### src/rtl/box_table_span_query_macros.svh
// assertion macros for the box table span query block
// no dependencies
`ifndef BOX_TABLE_SPAN_QUERY_MACROS_SVH
`define BOX_TABLE_SPAN_QUERY_MACROS_SVH
// concurrent check on clk, quiet during reset
`define BTSQ_ASSERT(lbl, prop, msg) \
    lbl: assert property (@(posedge clk) disable iff (!rst_n) (prop)) else $error(msg);
// condition on one edge implies a property on the next, quiet during reset
`define BTSQ_ASSERT_NEXT(lbl, cond, prop, msg) \
    lbl: assert property (@(posedge clk) disable iff (!rst_n) (cond) |=> (prop)) \
        else $error(msg);
`endif

### src/rtl/btsq_pkg.sv
// shared types and constants for the box table span query block
// no dependencies
`default_nettype none
package btsq_pkg;
    localparam int MaxBoxes  = 64;
    localparam int CoordBits = 48;
    localparam int IdxBits   = $clog2(MaxBoxes);
    localparam int CntBits   = 7;

    typedef logic signed [CoordBits-1:0] coord_t;
    typedef logic [IdxBits-1:0]          idx_t;
    typedef logic [CntBits-1:0]          cnt_t;

    typedef enum logic [2:0] {
        FUNC_CLEAR  = 3'd0,
        FUNC_APPEND = 3'd1,
        FUNC_COUNT  = 3'd2,
        FUNC_TEST   = 3'd3,
        FUNC_SPAN   = 3'd4,
        FUNC_EXT    = 3'd5
    } func_t;

    // compare unit request and response
    typedef struct packed {
        coord_t val;
        coord_t lo;
        coord_t hi;
    } cmp_req_t;

    typedef struct packed {
        logic in_range;
        logic below_lo;
        logic above_hi;
    } cmp_rsp_t;
endpackage
`default_nettype wire

### src/rtl/btsq_cmp.sv
// shared compare unit: range test of one value against one lo/hi edge pair
// depends on btsq_pkg
`default_nettype none
module btsq_cmp (
    input  wire btsq_pkg::cmp_req_t req,
    output btsq_pkg::cmp_rsp_t      rsp
);
    import btsq_pkg::*;
    // signed compares on the selected edges
    always_comb
    begin
        rsp.below_lo = req.val < req.lo;
        rsp.above_hi = req.val > req.hi;
        rsp.in_range = (req.val >= req.lo) && (req.val < req.hi);
    end
endmodule
`default_nettype wire

### config.mk
export PLATFORM = sky130hd
export DESIGN_NAME = btsq_cmp
export DESIGN_NICKNAME = d
export VERILOG_FILES = /design/src/rtl/box_table_span_query_macros.svh /design/src/rtl/btsq_pkg.sv /design/src/rtl/btsq_cmp.sv
export SDC_FILE = /design/constraint.sdc
export NUM_CORES = 1
export LEC_CHECK = 0
export BUFFER_PORTS_ARGS = -buffer_cell sky130_fd_sc_hd__buf_2
export CAP_MARGIN = 20
export CORE_AREA = 2 2 82 68
export DETAILED_ROUTE_END_ITERATION = 6
export DIE_AREA = 0 0 84 70
export GPL_ROUTABILITY_DRIVEN = 0
export GPL_TIMING_DRIVEN = 0
export PLACE_DENSITY = 0.92
export SETUP_SLACK_MARGIN = 0.5
export SYNTH_ARGS = -nofsm -noshare
export SYNTH_HDL_FRONTEND = slang
export SYNTH_SLANG_ARGS = --single-unit
### constraint.sdc
create_clock -name vclk -period 6
set_input_delay 0.6 -clock vclk [all_inputs]
set_output_delay 0.6 -clock vclk [all_outputs]
set_load 0.005 [all_outputs]
==> results of run 1 <==
## final timing paths
kind	depth (start not counted)	start	slack [ns]	end
worst min-delay path	4	req[143]	1.75	rsp[1]
worst max-delay path	11	req[47]	2.63	rsp[2]
## power groups by stage
stage / Clock, W / Combinational [W] / Sequential (W)
after global routing: 0 / 0.000246 / 0
after floorplan: 0 / 0.000120 / 0
final: 0 / 0.000212 / 0
after CTS: 0 / 0.000213 / 0
after detailed placement: 0 / 0.000212 / 0
after global placement: 0 / 0.000198 / 0
## metal layers
| layer | wire length, microns | vias to the layer above |
|---|---|---|
| met3 | 386 | 8 |
| li1 | - | 1495 |
| met1 | 2920 | 1271 |
| met4 | 63 | 0 |
| met2 | 3590 | 118 |
| met5 | 0 | - |
## metrics by stage
step | worst slack (ns) | hold slack [ns] | std cells | area (sq um) | power, W
after floorplan | 3.12 | 1.47 | 345 | 2450 | 0.000120
after global placement | 2.67 | 1.73 | 557 | 3270 | 0.000198
after detailed placement | 2.59 | 1.75 | 557 | 3270 | 0.000212
after CTS | 2.57 | 1.75 | 557 | 3270 | 0.000213
after global routing | 2.45 | 1.79 | 557 | 3270 | 0.000246
final | 2.63 | 1.75 | 557 | 3270 | 0.000212
## tightest hold or removal path, delay by kind of cell
kind | cells | cell delay (ns)
XOR/XNOR | 1 | 0.10
adder cells (fa/ha/maj) | 1 | 0.22
buffers and inverters | 2 | 0.23
## cells by family (layout without fill, tap and decap cells)
| group | after synthesis | after routing | synth area share (%) |
|---|---|---|---|
| AND/OR/NAND/NOR | 68 | 68 | 14.6 |
| adder cells (fa/ha/maj) | 96 | 96 | 49.0 |
| buffers and inverters | 98 | 245 | 15.0 |
| AO/OA/AOI/OAI | 81 | 81 | 20.8 |
| XOR/XNOR | 2 | 2 | 0.714 |
## final cells by class
type                       instances  area (sq um)  area share (%)
inverter                          98           368            11.2
multi-input combinational        247          2090            63.8
tap                               65          81.3            2.49
timing repair buffer             147           736            22.5
## placed cells by master, fill, tap and decap left out, drive strengths merged, types with 3 or more instances in the layout
master	instances
buf	147
inv	98
ha	96
a21oi	38
nand2	26
nand4	15
o21ai	13
a21o	10
nor2	9
nand3	7
nor4	6
o211ai	4
a221oi	4
a211oi	3
==> flow_metrics.tcl, run 1 <==
set metrics [dict create \
    nets 734 \
    crit_chain "buf_2 > inv_1 > ha_1 > nand4_1 > nor4_2 > nand3_1 > a211oi_2 > nor4_2 > xnor2_1 > o211a_1 > buf_2" \
    antenna-diode-count 0 \
    flops_and_latches 0 \
    worst-slew-pin-transition_ns 0.580 \
    timing.critical_path.slowest_stage_cell "nor4_2" \
    combPwrFrac_pct 100.0 \
    grt_setup_unrepaired "false" \
    fraction_of_power_consumed_by_sequential_logic_pct 0 \
    drt_iter0_drc 78 \
    vias 2892 \
    register_area_sq_um 0 \
    grt_antenna_before_repair 0 \
    place.detailed.hpwl_mm 6.58 \
    drt_pre_antenna_iters 4 \
    port_buffers 147 \
    synth.most_common_cell "inv_1" \
    cts_post_setup_buffers_inserted 0 \
    chipHeight_microns 70 \
    crit_path_max_incr_delay_ns 0.43 \
    syn-instance-count 345 \
    ys_top_cells_by_count "inv_1 (98), ha_1 (96), a21oi_1 (36), nand2_1 (26), nand4_1 (15)" \
    fmaxAchievable_mhz 297 \
    io-pin-count 147 \
    critical_path.startpoint_type "input port" \
    critical_path.n_buffers_inverters 3 \
    timing.final.hold_violations 0 \
    timing.setup.tns_ns 0 \
    std_cell_rows 24 \
    clock_buffers 0 \
    worstSetupEndpointType "primary output" \
    initial_utilization_pct 47.2 \
    fillerInstances 465 \
    synth_area_leaders "ha_1 (49%), inv_1 (15%), a21oi_1 (7.3%), nand2_1 (4.0%), nand4_1 (3.8%)" \
    synth.top_cell.area_share_pct 49.0 \
    grtUsageMet2_pct 49.3 \
    antenna_violating_nets_post_route 0 \
    power.leakage_nw 2.15 \
    grtUsageTotal_pct 23.4 \
    critical_path.top_delay_family "simple AND/OR/NAND/NOR gates" \
    syn_area_per_cell_sq_um 7.11 \
    internal_power_w 0.000105 \
    overflow 0 \
    final-max-slew-violation-count 0 \
    synthDistinctLibCells 29 \
    utilization_pct 63.0 \
    setup_viol 0 \
    drv.max_cap_violation_count 0 \
    grt_max_degree 6 \
    timing.critical_path.required_ns 5.40 \
    grt_util_met1_pct 26.5 \
    period_share_pct 56.2 \
    drc 0 \
    first_global_vias 2945 \
    ir_worst_vdd_mv 0.0324 \
    core-area_sq_mm 0.00519 \
    cts_hold_repair.buffers 0 \
    die_w_microns 84 \
    detail_route.wirelength_mm 6.95 \
    worst-setup-path-type "input port to primary output" \
    worst_ep_arrival_time_ns 2.77 \
    outcome "complete, no violations" \
    relSlewSlack_pct 61.0 \
    drive_above_1_share_pct 31.3 \
    cp_max_fo 3 \
    share_clk_of_total_power_pct 0 \
    postSynthNetCount 585 \
    power_switching_w 0.000108 \
    power_switching_share_pct 50.7 \
    post_synth_instance_area_sq_mm 0.00245 \
    area_growth_syn_to_layout_pct 33.3 \
    layer_with_the_highest_usage_after_global_routing "met2" \
    yosys_warnings 0 \
    power_density_mw_per_mm2 65.0 \
    min_path_type "input port to primary output" \
    avgRoutedWirePerCell_microns 12.5 \
    via_per_inst 5.19 \
    design.die.area_sq_mm 0.00588 \
    ys_seq_area_share_pct 0 \
    yosysTopAreaCell "ha_1" \
    cts_resized 0 \
    finalCriticalPeriod_ns 3.37 \
    grt_first_pass_wirelength_mm 11.9 \
    use_met3_pct 1.42 \
]
Power figures use the tool's default switching activity.
==> run 2: changes to the inputs <==
--- a/config.mk
+++ b/config.mk
@@ -7,12 +7,12 @@
 export LEC_CHECK = 0
 export BUFFER_PORTS_ARGS = -buffer_cell sky130_fd_sc_hd__buf_2
 export CAP_MARGIN = 20
-export CORE_AREA = 2 2 82 68
+export CORE_AREA = 2 2 85 71
 export DETAILED_ROUTE_END_ITERATION = 6
-export DIE_AREA = 0 0 84 70
+export DIE_AREA = 0 0 87 73
 export GPL_ROUTABILITY_DRIVEN = 0
 export GPL_TIMING_DRIVEN = 0
-export PLACE_DENSITY = 0.92
+export PLACE_DENSITY = 0.85
 export SETUP_SLACK_MARGIN = 0.5
 export SYNTH_ARGS = -nofsm -noshare
 export SYNTH_HDL_FRONTEND = slang
==> constraint.sdc (replaced) <==
create_clock -name vclk -period 3.48
set_input_delay 0.348 -clock vclk [all_inputs]
set_output_delay 0.348 -clock vclk [all_outputs]
set_load 0.005 [all_outputs]
==> run 2 against run 1 <==
  * Via count down 1.0%
  * Design area up 0.34%
  * Count of clock-buffer cells in the layout unchanged
  * Sequential share of layout area unchanged
  * First-iteration DRC count down 12%
  * Utilization down 4.3 points
  * Global-route usage down 3.9 points
  * Die area up 8.0%
  * Power up 70%
  * Critical path type unchanged
  * Critical endpoint unchanged
  * Largest cell class unchanged
==> flow_metrics.tcl, run 2 (synthesis gave the netlist of run 1 again) <==
set metrics [dict create \
    core-area_sq_mm 0.00560 \
    worst_ep_arrival_time_ns 2.49 \
    dp_worst_setup_slack_ns 0.629 \
    place.detailed.instances 559 \
    timing.critical_path.required_ns 3.13 \
    drt_pre_antenna_iters 5 \
    drt_iter0_drc 69 \
    drive_above_1_share_pct 31.3 \
    post_layout_nonfiller_instances 559 \
    avgRoutedWirePerCell_microns 11.7 \
    power_density_mw_per_mm2 110 \
    die_w_microns 87 \
    area_growth_syn_to_layout_pct 33.8 \
    cp_max_fo 3 \
    worstSetupEndpointType "primary output" \
    period_share_pct 81.6 \
    timing.final.hold_violations 0 \
    nets 734 \
    vias 2863 \
    antenna_violating_nets_post_route 0 \
    worst-setup-path-type "input port to primary output" \
    register_area_sq_um 0 \
    timing.setup.tns_ns 0 \
    grt_antenna_before_repair 0 \
    via_per_inst 5.12 \
    grt_setup_unrepaired "false" \
    top_library_cells_by_usage_in_the_layout_fill_and_taps_aside "buf_2 (147), inv_1 (98), ha_1 (96)" \
    multi_input_area_sq_mm 0.00209 \
    outcome "complete, no violations" \
    overflow 0 \
    std_cell_rows 25 \
    fillerInstances 522 \
    power.leakage_nw 2.16 \
    mostFrequentLayoutCell "buf_2" \
    cts_resized 0 \
    design.die.area_sq_mm 0.00635 \
    critical_path.startpoint_type "input port" \
    detail_route.wirelength_mm 6.55 \
    final-max-slew-violation-count 0 \
    setup_viol 0 \
    grt_first_pass_wirelength_mm 10.4 \
    initial_utilization_pct 43.8 \
    min_path_type "input port to primary output" \
    port_buffers 147 \
    place.detailed.hpwl_mm 6.28 \
    cts_hold_repair.buffers 0 \
    final_critical_path_setup_slack_ns 0.642 \
    drc 0 \
    chipHeight_microns 73 \
    grt_max_degree 6 \
    finalCriticalPeriod_ns 2.84 \
    io-pin-count 147 \
    drv.max_cap_violation_count 0 \
    clock_buffers 0 \
    cts_post_setup_buffers_inserted 0 \
    relSlewSlack_pct 60.3 \
    flops_and_latches 0 \
    fmaxAchievable_mhz 352 \
    antenna-diode-count 0 \
    worst-slew-pin-transition_ns 0.590 \
    grtUsageTotal_pct 19.6 \
    first_global_vias 2647 \
    ir_worst_vdd_mv 0.0523 \
]
run 2: cell count changes in the layout (fill, tap and decap cells not counted):
| cell | change |
|---|---|
| nor4_2 | -1 |
| nor4_4 | +1 |
run 2: through the flow:
| step | instance area, sq um | hold WS (ns) | total power [W] | util, % |
|---|---|---|---|---|
| after global placement | 3270 | 1.23 | 0.000341 | 58.5 |
| final | 3280 | 1.25 | 0.000360 | 58.6 |
| after global routing | 3280 | 1.30 | 0.000414 | 58.6 |
| after floorplan | 2450 | 0.964 | 0.000207 | - |
| after detailed placement | 3270 | 1.25 | 0.000360 | 58.5 |
| after CTS | 3270 | 1.25 | 0.000362 | 58.5 |
run 2: routing by layer:
layer | vias up | GRT usage (%) | share of wire (%)
li1 | 1492 | - | -
met1 | 1271 | 22.9 | 43
met2 | 94 | 39.4 | 51
met3 | 6 | 1.02 | 5.1
met4 | 0 | 2.95 | 0.98
met5 | - | 0 | 0
run 2: where the power goes:
| group | internal (W) | switching, W |
|---|---|---|
| clock network | 0 | 0 |
| logic | 0.000179 | 0.000181 |
| registers | 0 | 0 |
| total | 0.000179 | 0.000181 |
run 2: cell type report:
| type | instances | share of cell area (%) |
|---|---|---|
| tap | 67 | 2.55 |
| multi-input combinational | 247 | 63.8 |
| timing repair buffer | 147 | 22.4 |
| inverter | 98 | 11.2 |
run 2: path summary, 6_finish.rpt:
check | slack (ns) | startpoint | endpoint | depth (start not counted)
worst min-delay path | 1.25 | req[143] | rsp[1] | 4
worst max-delay path | 0.64 | req[71] | rsp[2] | 11
run 2: critical path, stage by stage:
cell,delay (ns)
buf_2,0.07
inv_1,0.03
ha_1,0.31
nand4_1,0.17
nor4_1,0.59
a21oi_1,0.14
o211ai_1,0.14
a31oi_1,0.09
o21a_1,0.25
o211a_1,0.21
buf_2,0.13
==> run 3: changes to the inputs <==
==> constraint.sdc (replaced) <==
create_clock -name vclk -period 2.8
set_input_delay 0.28 -clock vclk [all_inputs]
set_output_delay 0.28 -clock vclk [all_outputs]
set_load 0.005 [all_outputs]
==> run 3 against run 2 <==
  * First-iteration DRC count rose by 19%
  * Routed wire length increased by 3.0%
  * Combinational power increased by 29%
  * Hold slack worse by 0.14 ns
  * Power up 29%
  * Non-clock buffer count up 2
  * Sequential share of layout area did not move
  * Flip-flop and latch count unchanged
  * Setup slack got worse by 0.36 ns
  * Global-route usage rose by 0.31 points
  * Via count up 1.3%
  * Largest power group unchanged
  * Critical path depth stayed put
==> flow_metrics.tcl, run 3 (synthesis gave the netlist of run 1 again) <==
set metrics [dict create \
    outcome "complete, no violations" \
    worstSetupEndpointType "primary output" \
    area_growth_syn_to_layout_pct 37.9 \
    overflow 0 \
    drt_iter0_drc 82 \
    fillerInstances 516 \
    final_critical_path_setup_slack_ns 0.277 \
    worst-setup-path-type "input port to primary output" \
    grtUsageTotal_pct 19.9 \
    power_switching_w 0.000236 \
    fmaxAchievable_mhz 396 \
    top_library_cells_by_usage_in_the_layout_fill_and_taps_aside "buf_2 (147), inv_1 (97), ha_1 (92)" \
    place.detailed.hpwl_mm 6.28 \
    relSlewSlack_pct 73.7 \
    chipHeight_microns 73 \
    timing.critical_path.slowest_stage_cell "o41a_1" \
    antenna-diode-count 0 \
    critical_path.startpoint_type "input port" \
    std_cell_rows 25 \
    internal_power_w 0.000229 \
    clock_buffers 0 \
    min_path_type "input port to primary output" \
    cts_hold_repair.buffers 0 \
    via_per_inst 5.17 \
    setup_viol 0 \
    power_switching_share_pct 50.8 \
    fraction_of_power_consumed_by_sequential_logic_pct 0 \
    vias 2899 \
    grt_setup_unrepaired "true" \
    drv.max_cap_violation_count 0 \
    power.leakage_nw 2.20 \
    grt_antenna_before_repair 0 \
    final-max-slew-violation-count 0 \
    drc 0 \
    worst-slew-pin-transition_ns 0.392 \
    avgRoutedWirePerCell_microns 12.0 \
    timing.setup.tns_ns 0 \
    detail_route.wirelength_mm 6.74 \
    design.die.area_sq_mm 0.00635 \
    port_buffers 147 \
    flops_and_latches 0 \
    cpMostUsedCell "buf_2" \
    cp_max_fo 3 \
    register_area_sq_um 0 \
    die_w_microns 87 \
    finalCriticalPeriod_ns 2.52 \
    timing.final.hold_violations 0 \
    ir_worst_vdd_mv 0.0651 \
    utilization_pct 60.4 \
    timing.critical_path.required_ns 2.52 \
    dp_worst_setup_slack_ns 0.0846 \
    crit_path_max_incr_delay_ns 0.33 \
    period_share_pct 90.1 \
    core-area_sq_mm 0.00560 \
    first_global_vias 2689 \
    mostFrequentLayoutCell "buf_2" \
    power_density_mw_per_mm2 138 \
    drt_pre_antenna_iters 4 \
    drive_above_1_share_pct 33.0 \
    grt_first_pass_wirelength_mm 10.6 \
    antenna_violating_nets_post_route 0 \
    initial_utilization_pct 43.8 \
    share_clk_of_total_power_pct 0 \
    combPwrFrac_pct 100.0 \
    crit_chain "buf_2 > inv_1 > ha_4 > nand4_1 > nor2_1 > a22o_1 > o41a_1 > nor4_2 > xnor2_1 > o211a_1 > buf_2" \
    worst_ep_arrival_time_ns 2.24 \
    io-pin-count 147 \
    nets 736 \
    grt_max_degree 6 \
]
run 3: metal layers:
| metal | routed length, microns | track usage, % | vias to the layer above |
|---|---|---|---|
| met2 | 3420 | 39.8 | 94 |
| met5 | 0 | 0 | - |
| met1 | 2890 | 23.0 | 1296 |
| li1 | - | - | 1499 |
| met3 | 338 | 1.13 | 10 |
| met4 | 95 | 3.82 | 0 |
run 3: worst paths after layout:
path	endpoint	cells past startpoint	slack, ns	startpoint
setup / recovery	rsp[2]	11	0.28	req[30]
hold / removal	rsp[1]	4	1.11	req[143]
run 3: per-stage QoR:
step,std cells,instance area [sq um],total power [W],hold slack (ns)
after global routing,561,3380,0.000533,1.16
after detailed placement,559,3270,0.000448,1.11
after CTS,561,3340,0.000460,1.12
after global placement,559,3270,0.000424,1.10
final,561,3380,0.000466,1.11
after floorplan,345,2450,0.000258,0.828
run 3: cell type report:
type / instances / area (sq um) / share of cell area (%)
tap: 67 / 83.8 / 2.48
multi-input combinational: 247 / 2180 / 64.5
timing repair buffer: 149 / 751 / 22.2
inverter: 98 / 368 / 10.9
run 3: power by group through the flow:
stage / sequential [W] / clock (W) / combinational [W]
4_1_cts: 0 / 0 / 0.000460
3_3_place_gp: 0 / 0 / 0.000424
6_report: 0 / 0 / 0.000466
3_5_place_dp: 0 / 0 / 0.000448
2_1_floorplan: 0 / 0 / 0.000258
5_1_grt: 0 / 0 / 0.000533
run 3: critical path: cells and delay by family:
family	cells	cell delay (ns)
simple gates	3	0.52
compound gates	3	0.72
xor+xnor	1	0.19
fa+ha+maj	1	0.22
buf+inv	3	0.32
run 3: what timing repair did:
action	in CTS	in global routing
hold endpoints to repair	0	0
setup endpoints to repair	3	3
buffers inserted	2	0
pin swaps	14	3
resized for setup	8	5
